$ cat config.mk
export PLATFORM = sky130hd
export DESIGN_NAME = mean_rms_accumulator
export DESIGN_NICKNAME = d
export VERILOG_FILES = /design/src/design/mra_pkg.sv /design/src/design/mra_div.sv /design/src/design/mra_sqrt.sv /design/src/design/mra_ctrl.sv /design/src/design/mra_datapath.sv /design/src/design/mean_rms_accumulator.sv
export SDC_FILE = /design/constraint.sdc
export NUM_CORES = 2
export LEC_CHECK = 0
export ABC_CLOCK_PERIOD_IN_PS = 9900
export BUFFER_PORTS_ARGS = -buffer_cell sky130_fd_sc_hd__buf_4
export CAP_MARGIN = 20
export CELL_PAD_IN_SITES_DETAIL_PLACEMENT = 0
export CELL_PAD_IN_SITES_GLOBAL_PLACEMENT = 1
export CORE_MARGIN = 2
export CORE_UTILIZATION = 52
export DETAILED_ROUTE_END_ITERATION = 8
export PLACE_DENSITY = 0.88
export SLEW_MARGIN = 10
export SYNTH_ARGS = -nofsm -noshare
export SYNTH_HDL_FRONTEND = slang
export SYNTH_SLANG_ARGS = --single-unit
$ cat constraint.sdc
create_clock -name clk_i -period 9.9 [get_ports clk_i]
set_input_delay 0.99 -clock clk_i [delete_from_list [all_inputs] [get_ports clk_i]]
set_output_delay 0.99 -clock clk_i [all_outputs]
set_load 0.005 [all_outputs]
$ cat src/design/mra_pkg.sv
`timescale 1ns / 1ps
package mra_pkg;

  localparam int SAMPLE_PORT_W = 16;
  localparam int EXT_W         = 17;
  localparam int SUM_W         = 33;
  localparam int SQ_W          = 47;
  localparam int CNT_W         = 17;
  localparam int OUT_W         = 24;
  localparam int DIV_W         = 63;
  localparam int DIVISOR_W     = 17;
  localparam int RAD_W         = 64;
  localparam int ROOT_W        = 32;
  localparam int MSQ_W         = 47;

  localparam logic [OUT_W-1:0] MEAN_POS_MAX = 24'h7FFFFF;
  localparam logic [OUT_W-1:0] MEAN_NEG_MIN = 24'h800000;
  localparam logic [OUT_W-1:0] RMS_MAX      = 24'hFFFFFF;

  typedef enum logic [5:0] {
    ST_ACC      = 6'b000001,
    ST_LD_MEAN  = 6'b000010,
    ST_DIV_MEAN = 6'b000100,
    ST_LD_SQ    = 6'b001000,
    ST_DIV_SQ   = 6'b010000,
    ST_SQRT     = 6'b100000
  } state_e;

  typedef struct packed {
    logic accum;
    logic load_mean;
    logic capture_mean;
    logic load_sq;
    logic load_sqrt;
    logic finish;
  } cmd_t;

  typedef struct packed {
    logic close;
    logic div_done;
    logic sqrt_done;
  } status_t;

endpackage

$ cat src/design/mra_div.sv
`timescale 1ns / 1ps
module mra_div (
  input  logic                          clk_i,
  input  logic                          rst_ni,
  input  logic                          load_i,
  input  logic [mra_pkg::DIV_W-1:0]     dividend_i,
  input  logic [mra_pkg::DIVISOR_W-1:0] divisor_i,
  output logic [mra_pkg::DIV_W-1:0]     quotient_o,
  output logic [mra_pkg::DIVISOR_W-1:0] remainder_o,
  output logic                          done_o
);
  import mra_pkg::*;

  localparam int CW = $clog2(DIV_W);

  logic                 busy_q;
  logic                 done_q;
  logic [CW-1:0]        cnt_q;
  logic [DIV_W-1:0]     quo_q;
  logic [DIVISOR_W-1:0] rem_q;
  logic [DIVISOR_W:0]   trial;
  logic [DIVISOR_W:0]   diff;
  logic                 ge;

  // restoring division, one quotient bit per cycle
  assign trial = {rem_q, quo_q[DIV_W-1]};
  assign ge    = trial >= {1'b0, divisor_i};
  assign diff  = trial - {1'b0, divisor_i};

  always_ff @(posedge clk_i or negedge rst_ni) begin
    if (!rst_ni) begin
      busy_q <= 1'b0;
      done_q <= 1'b0;
      cnt_q  <= '0;
    end else begin
      done_q <= busy_q && (cnt_q == '0);
      if (load_i) begin
        busy_q <= 1'b1;
        cnt_q  <= CW'(DIV_W - 1);
      end else if (busy_q) begin
        if (cnt_q == '0) begin
          busy_q <= 1'b0;
        end
        cnt_q <= cnt_q - 1'b1;
      end
    end
  end

  always_ff @(posedge clk_i) begin
    if (load_i) begin
      rem_q <= '0;
      quo_q <= dividend_i;
    end else if (busy_q) begin
      rem_q <= ge ? diff[DIVISOR_W-1:0] : trial[DIVISOR_W-1:0];
      quo_q <= {quo_q[DIV_W-2:0], ge};
    end
  end

  assign quotient_o  = quo_q;
  assign remainder_o = rem_q;
  assign done_o      = done_q;

endmodule

$ cat src/design/mra_sqrt.sv
`timescale 1ns / 1ps
module mra_sqrt (
  input  logic                       clk_i,
  input  logic                       rst_ni,
  input  logic                       load_i,
  input  logic [mra_pkg::RAD_W-1:0]  radicand_i,
  output logic [mra_pkg::ROOT_W-1:0] root_o,
  output logic                       done_o
);
  import mra_pkg::*;

  localparam int CW  = $clog2(ROOT_W);
  localparam int REM = ROOT_W + 2;

  logic              busy_q;
  logic              done_q;
  logic [CW-1:0]     cnt_q;
  logic [RAD_W-1:0]  rad_q;
  logic [ROOT_W-1:0] root_q;
  logic [REM-1:0]    rem_q;
  logic [REM+1:0]    shifted;
  logic [REM+1:0]    trial;
  logic [REM+1:0]    diff;
  logic              ge;

  // digit-by-digit root, two radicand bits per cycle
  assign shifted = {rem_q, rad_q[RAD_W-1 -: 2]};
  assign trial   = {2'b00, root_q, 2'b01};
  assign ge      = shifted >= trial;
  assign diff    = shifted - trial;

  always_ff @(posedge clk_i or negedge rst_ni) begin
    if (!rst_ni) begin
      busy_q <= 1'b0;
      done_q <= 1'b0;
      cnt_q  <= '0;
    end else begin
      done_q <= busy_q && (cnt_q == '0);
      if (load_i) begin
        busy_q <= 1'b1;
        cnt_q  <= CW'(ROOT_W - 1);
      end else if (busy_q) begin
        if (cnt_q == '0) begin
          busy_q <= 1'b0;
        end
        cnt_q <= cnt_q - 1'b1;
      end
    end
  end

  always_ff @(posedge clk_i) begin
    if (load_i) begin
      rad_q  <= radicand_i;
      rem_q  <= '0;
      root_q <= '0;
    end else if (busy_q) begin
      rad_q  <= {rad_q[RAD_W-3:0], 2'b00};
      rem_q  <= ge ? diff[REM-1:0] : shifted[REM-1:0];
      root_q <= {root_q[ROOT_W-2:0], ge};
    end
  end

  assign root_o = root_q;
  assign done_o = done_q;

endmodule

$ cat src/design/mra_ctrl.sv
`timescale 1ns / 1ps
module mra_ctrl (
  input  logic             clk_i,
  input  logic             rst_ni,
  input  logic             start,
  input  mra_pkg::status_t status_i,
  output mra_pkg::cmd_t    cmd_o,
  output logic             busy
);
  import mra_pkg::*;

  state_e state_q, state_d;

  always_comb begin
    state_d = state_q;
    cmd_o   = '0;
    unique case (state_q)
      ST_ACC: begin
        if (start) begin
          cmd_o.accum = 1'b1;
          if (status_i.close) begin
            state_d = ST_LD_MEAN;
          end
        end
      end
      ST_LD_MEAN: begin
        cmd_o.load_mean = 1'b1;
        state_d         = ST_DIV_MEAN;
      end
      ST_DIV_MEAN: begin
        if (status_i.div_done) begin
          cmd_o.capture_mean = 1'b1;
          state_d            = ST_LD_SQ;
        end
      end
      ST_LD_SQ: begin
        cmd_o.load_sq = 1'b1;
        state_d       = ST_DIV_SQ;
      end
      ST_DIV_SQ: begin
        if (status_i.div_done) begin
          cmd_o.load_sqrt = 1'b1;
          state_d         = ST_SQRT;
        end
      end
      ST_SQRT: begin
        if (status_i.sqrt_done) begin
          cmd_o.finish = 1'b1;
          state_d      = ST_ACC;
        end
      end
      default: begin
        state_d = ST_ACC;
      end
    endcase
  end

  always_ff @(posedge clk_i or negedge rst_ni) begin
    if (!rst_ni) begin
      state_q <= ST_ACC;
    end else begin
      state_q <= state_d;
    end
  end

  assign busy = (state_q != ST_ACC);

`ifndef SYNTHESIS
  a_div_done_expected: assert property (@(posedge clk_i) disable iff (!rst_ni)
    status_i.div_done |-> (state_q == ST_DIV_MEAN) || (state_q == ST_DIV_SQ))
    else $error("divider finished outside a divide phase");
  a_sqrt_done_expected: assert property (@(posedge clk_i) disable iff (!rst_ni)
    status_i.sqrt_done |-> (state_q == ST_SQRT))
    else $error("root unit finished outside the root phase");
  a_finish_idles: assert property (@(posedge clk_i) disable iff (!rst_ni)
    cmd_o.finish |=> (state_q == ST_ACC))
    else $error("controller not idle after finishing a set");
  a_one_unit_cmd: assert property (@(posedge clk_i) disable iff (!rst_ni)
    $onehot0({cmd_o.load_mean, cmd_o.load_sq, cmd_o.load_sqrt, cmd_o.finish}))
    else $error("conflicting unit commands");
`endif

endmodule

$ cat src/design/mra_datapath.sv
`timescale 1ns / 1ps
module mra_datapath #(
  parameter int SAMPLE_WIDTH = 16,
  parameter int MAX_SAMPLES  = 65536
) (
  input  logic                           clk_i,
  input  logic                           rst_ni,
  input  mra_pkg::cmd_t                  cmd_i,
  output mra_pkg::status_t               status_o,
  input  logic [mra_pkg::SAMPLE_PORT_W-1:0] sample_i,
  input  logic                           last_sample_i,
  output logic [mra_pkg::OUT_W-1:0]      mean_value_o,
  output logic [mra_pkg::OUT_W-1:0]      rms_value_o,
  output logic [mra_pkg::CNT_W-1:0]      sample_count_o,
  output logic                           done_o
);
  import mra_pkg::*;

  localparam int CNT_MAX   = (1 << CNT_W) - 1;
  localparam int LIMIT_INT = (MAX_SAMPLES < CNT_MAX) ? MAX_SAMPLES : CNT_MAX;
  localparam logic [CNT_W-1:0] LIMIT = CNT_W'(LIMIT_INT);
  localparam int  EFF_W     = (SAMPLE_WIDTH < SAMPLE_PORT_W) ? SAMPLE_WIDTH : SAMPLE_PORT_W;
  localparam bit  SIGN_EXT  = (SAMPLE_WIDTH <= SAMPLE_PORT_W);

  logic [SUM_W-1:0]       sum_q;
  logic [SQ_W-1:0]        sq_q;
  logic [CNT_W-1:0]       cnt_q;
  logic [OUT_W-1:0]       mean_q;
  logic [MSQ_W-1:0]       msq_q;
  logic [OUT_W-1:0]       rms_q;
  logic [CNT_W-1:0]       count_out_q;
  logic                   done_q;

  logic signed [EXT_W-1:0]   ext;
  logic signed [2*EXT_W-1:0] ext_sq;
  logic [CNT_W:0]            cnt_inc;

  logic                  sum_neg;
  logic [SUM_W-1:0]      sum_mag;
  logic                  div_load;
  logic [DIV_W-1:0]      div_dividend;
  logic [DIV_W-1:0]      quotient;
  logic [DIVISOR_W-1:0]  remainder;
  logic                  div_done;
  logic [40:0]           q_adj;
  logic [OUT_W-1:0]      mean_d;
  logic signed [2*OUT_W-1:0] mean_sq;
  logic [DIV_W-1:0]      msq_ext;
  logic [DIV_W-1:0]      var_val;
  logic [ROOT_W-1:0]     root;
  logic                  sqrt_done;

  // take the low sample bits; sign-extend them when SAMPLE_WIDTH fits the port, else zero-extend
  always_comb begin
    ext = '0;
    for (int i = 0; i < EXT_W; i++) begin
      if (i < EFF_W) begin
        ext[i] = sample_i[i];
      end else if (SIGN_EXT) begin
        ext[i] = sample_i[EFF_W-1];
      end
    end
  end

  assign ext_sq  = ext * ext;
  assign cnt_inc = {1'b0, cnt_q} + 1'b1;

  assign status_o.close     = last_sample_i || (cnt_inc >= {1'b0, LIMIT});
  assign status_o.div_done  = div_done;
  assign status_o.sqrt_done = sqrt_done;

  always_ff @(posedge clk_i or negedge rst_ni) begin
    if (!rst_ni) begin
      sum_q  <= '0;
      sq_q   <= '0;
      cnt_q  <= '0;
      done_q <= 1'b0;
    end else begin
      done_q <= cmd_i.finish;
      if (cmd_i.accum) begin
        sum_q <= sum_q + {{(SUM_W-EXT_W){ext[EXT_W-1]}}, ext};
        sq_q  <= sq_q + {{(SQ_W-2*EXT_W){1'b0}}, ext_sq};
        cnt_q <= cnt_inc[CNT_W-1:0];
      end else if (cmd_i.finish) begin
        sum_q <= '0;
        sq_q  <= '0;
        cnt_q <= '0;
      end
    end
  end

  // one divider serves both the mean and the scaled mean of squares
  assign sum_neg      = sum_q[SUM_W-1];
  assign sum_mag      = sum_neg ? (~sum_q + 1'b1) : sum_q;
  assign div_load     = cmd_i.load_mean || cmd_i.load_sq;
  assign div_dividend = cmd_i.load_sq ? {sq_q, 16'h0000}
                                      : {{(DIV_W-SUM_W-8){1'b0}}, sum_mag, 8'h00};

  mra_div u_div (
    .clk_i       (clk_i),
    .rst_ni      (rst_ni),
    .load_i      (div_load),
    .dividend_i  (div_dividend),
    .divisor_i   (cnt_q),
    .quotient_o  (quotient),
    .remainder_o (remainder),
    .done_o      (div_done)
  );

  // floor toward minus infinity, then saturate to 24 bits
  assign q_adj = quotient[40:0] + {40'd0, (sum_neg && (remainder != '0))};

  always_comb begin
    if (sum_neg) begin
      if (q_adj > 41'd8388608) begin
        mean_d = MEAN_NEG_MIN;
      end else begin
        mean_d = ~q_adj[OUT_W-1:0] + 1'b1;
      end
    end else if (quotient > DIV_W'(8388607)) begin
      mean_d = MEAN_POS_MAX;
    end else begin
      mean_d = quotient[OUT_W-1:0];
    end
  end

  assign mean_sq = $signed(mean_q) * $signed(mean_q);
  assign msq_ext = {{(DIV_W-MSQ_W){1'b0}}, msq_q};
  // clamp a negative variance to zero
  assign var_val = (quotient >= msq_ext) ? (quotient - msq_ext) : '0;

  always_ff @(posedge clk_i) begin
    if (cmd_i.capture_mean) begin
      mean_q <= mean_d;
    end
    if (cmd_i.load_sq) begin
      msq_q <= mean_sq[MSQ_W-1:0];
    end
    if (cmd_i.finish) begin
      rms_q       <= (root > {{(ROOT_W-OUT_W){1'b0}}, RMS_MAX}) ? RMS_MAX : root[OUT_W-1:0];
      count_out_q <= cnt_q;
    end
  end

  mra_sqrt u_sqrt (
    .clk_i      (clk_i),
    .rst_ni     (rst_ni),
    .load_i     (cmd_i.load_sqrt),
    .radicand_i ({1'b0, var_val}),
    .root_o     (root),
    .done_o     (sqrt_done)
  );

  assign mean_value_o   = mean_q;
  assign rms_value_o    = rms_q;
  assign sample_count_o = count_out_q;
  assign done_o         = done_q;

`ifndef SYNTHESIS
  a_count_bounded: assert property (@(posedge clk_i) disable iff (!rst_ni)
    cnt_q <= LIMIT)
    else $error("sample count ran past its limit");
  a_cleared_after_set: assert property (@(posedge clk_i) disable iff (!rst_ni)
    done_o |-> (cnt_q == '0) || $past(cmd_i.accum))
    else $error("accumulators not cleared after a set");
  a_result_nonzero_count: assert property (@(posedge clk_i) disable iff (!rst_ni)
    done_o |-> (sample_count_o != '0))
    else $error("result for an empty set");
`endif

endmodule

$ cat src/design/mean_rms_accumulator.sv
`timescale 1ns / 1ps
// Channel   Direction  Handshake                 Payload
// ------    ---------  ------------------------  -----------------------------------------
// sample    in         start high, busy low      sample_i[15:0], last_sample_i
// result    out        done_o, one cycle strobe  mean_value_o, rms_value_o, sample_count_o
//
// Each sample item is accumulated as it is taken; busy stays low until a set closes, so samples stream back to back.
// The item marked last (or the one that fills the set) raises busy while the shared restoring
// divider runs for the mean and then for the mean of squares, each after a load state, and then the root unit runs.
// done_o pulses in the cycle in which busy falls; a new item may be taken then.
// Reset (rst_ni low, asynchronous) clears the sums, the count and the controller.
// The receiver cannot stall; the mean holds until the next set's mean is captured, rms and count until its strobe.
module mean_rms_accumulator #(
  parameter int SAMPLE_WIDTH = 16,
  parameter int MAX_SAMPLES  = 65536
) (
  input  logic                              clk_i,
  input  logic                              rst_ni,
  input  logic                              start,
  output logic                              busy,
  input  logic [mra_pkg::SAMPLE_PORT_W-1:0] sample_i,
  input  logic                              last_sample_i,
  output logic                              done_o,
  output logic [mra_pkg::OUT_W-1:0]         mean_value_o,
  output logic [mra_pkg::OUT_W-1:0]         rms_value_o,
  output logic [mra_pkg::CNT_W-1:0]         sample_count_o
);
  import mra_pkg::*;

  cmd_t    cmd;
  status_t status;

  // Sequencer: accumulate, divide twice, take the root, report.
  mra_ctrl u_ctrl (
    .clk_i    (clk_i),
    .rst_ni   (rst_ni),
    .start    (start),
    .status_i (status),
    .cmd_o    (cmd),
    .busy     (busy)
  );

  // Accumulators, the shared divider, the root unit and the result registers.
  mra_datapath #(
    .SAMPLE_WIDTH (SAMPLE_WIDTH),
    .MAX_SAMPLES  (MAX_SAMPLES)
  ) u_datapath (
    .clk_i          (clk_i),
    .rst_ni         (rst_ni),
    .cmd_i          (cmd),
    .status_o       (status),
    .sample_i       (sample_i),
    .last_sample_i  (last_sample_i),
    .mean_value_o   (mean_value_o),
    .rms_value_o    (rms_value_o),
    .sample_count_o (sample_count_o),
    .done_o         (done_o)
  );

`ifndef SYNTHESIS
  a_done_after_busy: assert property (@(posedge clk_i) disable iff (!rst_ni)
    done_o |-> $past(busy) && !busy)
    else $error("result strobe without a finished set");
  a_no_back_to_back_done: assert property (@(posedge clk_i) disable iff (!rst_ni)
    done_o |=> !done_o)
    else $error("result strobe held for two cycles");
  a_busy_from_accept: assert property (@(posedge clk_i) disable iff (!rst_ni)
    $rose(busy) |-> $past(start))
    else $error("busy rose without an accepted item");
`endif

endmodule

==> metrics <==
GRT overflow=0; PnR worst setup slack=0.984 ns; Die Ht=~330 um; minimum clock period=roughly 8.9 ns; Yosys top cell area share=between 20% and 30%; Post-Route Skew=about 0.044 ns; NumNets Final=between 7000 and 8000; # setup viols final=0; simple logic cell fraction of the synthesized area=between 10% and 20%; Core ar.=roughly 110000 um^2; area leader, netlist=fa_1; largest cells by area after synthesis=fa_1 28%, edfxtp_1 13%, ha_1 9.1%; slew margin rel.=~31%; status=completed; worst slew pin tran=approximately 1.0 ns; post-DR wirelength/cell=about 18 um; Core Util, Final=56.0%; Synthesized Nets=7201; number of global-route vias before repair=41900; gp weighted congestion=roughly 0.91; Vias/cell=5.55; Cells after Synth=roughly 6000; CP arrival=about 9.4 ns; grt peak-use layer=met2; Die X=between 300 and 400 um; Initial Utilization=approximately 52%; Netlist cell types=just under 90; met3 global-route usage=under 10%; Top Ports=87; Vias=slightly above 40000; Crit path largest cell delay=0.54 ns; clk slew on worst S/H paths=around 0.060 ns; Hold Crit Class=in -> async; Fin. Hold Viols=0; fraction of registers with async set/reset=between 20 and 30%; sequential fraction of the synthesis area=a little over a fifth; Std-Cell Rows=119; RSZ-0062 raised after global routing=false; met2 Use GR=between 40 and 50%; most used cell along the critical path=fa_1; proportion of layout cells with a drive suffix above 1=around 4.6%; P&R area growth vs syn=6.88%; clock sinks=440; Synth top cells by count=1132 x inv_1, 786 x fa_1, 538 x nand2_1; clock buffer depth=3; antenna violations before repair=0; syn avg cell area=9.22 um^2; DR DRC count=0; Post-CTS Setup Bufs=0; crit end category=flip-flop; most frequent cell after synthesis=inv_1; static leakage power=~0.028 uW; antenna cell count=0; TritonCTS clock tree=done; maximum vdd drop=between 0.8 and 0.9 mV; post-synthesis compound-gate area fraction=about an eighth; first-pass GRT wire length=~220000 um; Mapped Area=around 55000 um^2; Reg2Reg Setup Slack=approximately 1.6 ns; element type at the critical path start=input port; root buf cell=clkbuf_16; Routed Antenna Nets=0; Die Area=109000 um^2; Final period util=approximately nine tenths; post_cts resized=0; hold_ws=approximately 0.31 ns; top_reg_cell synth=edfxtp_1; HPWL Detailed=about 110000 um; Max FO, Critical Path=16; largest family of logic cells by synthesized area=adder cells; port buffer count=between 80 and 90; First-pass DRT Iterations=5; critical path required time=10.37 ns; drt total wl=roughly 130000 um; Post-Synth XOR/XNOR Area=under 10%; synthesized flop and latch total=440; met1 Usage GRT=a little over a third; post-synthesis mux area share=approximately 1.0%; slowest library cell on the worst path=fa_1; initial DRC count=approximately 2800; TritonCTS Buffers=50; Post-CTS Hold Fix Bufs=0; Setup Crit Path Kind=in -> reg; Setup Slack @ Placement=between 0.4 and 0.5 ns; GRT Total Usage=25.0%; total power per unit cell area=approximately 370 nW/um^2; H-tree depth reported by CTS=2; Synth Area in Adders=a little under two fifths; pin count of the biggest net entering global routing=102; Max Fclk=around 110 MHz; max_cap viols=0; number of flops mapped to enable cells by yosys=between 200 and 250; Clk Latency, worst-skew pair=roughly 0.60 ns; Final Slew Violations=0; YS warnings=0; final setup TNS=0 ns
sequential cells by signal, indices dropped and copies added, names as in the netlist:
register	count
u_datapath.u_div.cnt_q	6
u_datapath.rms_value_o	24
u_datapath.u_div.done_o	1
u_datapath.sq_q	47
u_datapath.cnt_q	17
u_datapath.u_sqrt.done_o	1
u_datapath.u_sqrt.rad_q	64
u_datapath.sample_count_o	17
u_datapath.u_div.busy_q	1
u_datapath.u_div.remainder_o	17
u_datapath.done_o	1
u_datapath.u_sqrt.root_o	32
u_datapath.u_sqrt.busy_q	1
u_datapath.msq_q	46
u_datapath.u_sqrt.cnt_q	5
u_datapath.u_sqrt.rem_q	34
u_datapath.sum_q	33
u_datapath.mean_value_o	24
u_datapath.u_div.quotient_o	63
u_ctrl.state_q	6
worst max-delay path: cells and delay by family:
family	cells	cell delay, ns
xor gates and xnor gates	1	0.09
AOI/OAI and AO/OA	13	3.01
and+or+nand+nor	6	1.10
adders and majority gates	8	3.53
buffers and inverters	6	0.64
placed cells by master (no fill, tap or decap), types with 12 or more instances in the layout:
cell type,synthesis,routed
a211oi_1,20,19
a21o_1,103,103
a21oi_1,302,302
a22o_1,32,32
a22oi_1,30,30
a31oi_1,33,32
and2_1,202,202
and3_1,36,36
buf_4,1,145
clkbuf_1,196,15
clkbuf_16,0,53
dfrtp_1,118,117
dfxtp_1,84,84
edfxtp_1,237,237
fa_1,786,786
ha_1,403,402
inv_1,1132,1131
mux2i_1,56,56
nand2_1,538,536
nand2b_1,60,59
nand3_1,105,105
nand4_1,44,44
nor2_1,297,295
nor2b_1,43,42
nor3_1,47,46
nor4_1,28,26
o211ai_1,34,34
o21a_1,38,38
o21ai_0,371,370
o21bai_1,39,39
o22ai_1,17,17
o31ai_1,34,34
or2_2,12,12
or3_1,21,21
xnor2_1,177,177
xor2_1,129,129
kinds of logic after synthesis:
kind of cell,after synthesis
and+or+nand+nor,1488
buffers and inverters,1347
adders and majority gates,1189
AOI/OAI and AO/OA,1165
DFF,440
xor gates and xnor gates,306
muxes,57
layout make-up:
| class | count | area [um^2] |
|---|---|---|
| sequential | 440 | 11800 |
| clock inverter | 19 | 209 |
| multi-input combinational | 4205 | 38500 |
| inverter | 1133 | 4250 |
| fill | 9429 | 46400 |
| clock buffer | 74 | 1480 |
| timing repair buffer | 147 | 1120 |
| tap | 1391 | 1740 |
routing by layer:
layer | vias to the layer above | wire length, um
met2 | 961 | 62700
met5 | - | 0
met4 | 0 | 3590
li1 | 19500 | -
met3 | 179 | 6590
met1 | 20500 | 60200
path summary, 6_finish.rpt:
| check | startpoint | to | cells after the start |
|---|---|---|---|
| max reg2reg | u_datapath.mean_value_o[6] | u_datapath.msq_q[43] | 23 |
| min in group clk_i | u_datapath.cnt_q[4] | u_datapath.sample_count_o[4] | 0 |
| min | rst_ni | u_datapath.cnt_q[4] | 1 |
| max in group asynchronous | rst_ni | u_datapath.sq_q[12] | 3 |
| min reg2reg | u_datapath.cnt_q[4] | u_datapath.sample_count_o[4] | 0 |
| max | sample_i[3] | u_datapath.sq_q[43] | 34 |
per-stage QoR:
stage | std cells | power [uW] | instance area (um^2)
3_5_place_dp | 7314 | 19900 | 57300
5_1_grt | 7409 | 24400 | 59100
4_1_cts | 7407 | 21900 | 59000
2_1_floorplan | 5992 | 16300 | 55300
6_report | 7409 | 22000 | 59100
3_3_place_gp | 7314 | 19600 | 57300
power breakdown:
part	internal (uW)	switching, uW	total, uW
Combinational	7240	9780	17000
Clock	1110	781	1890
Sequential	2390	645	3040
(Power assumes the default switching activity.)
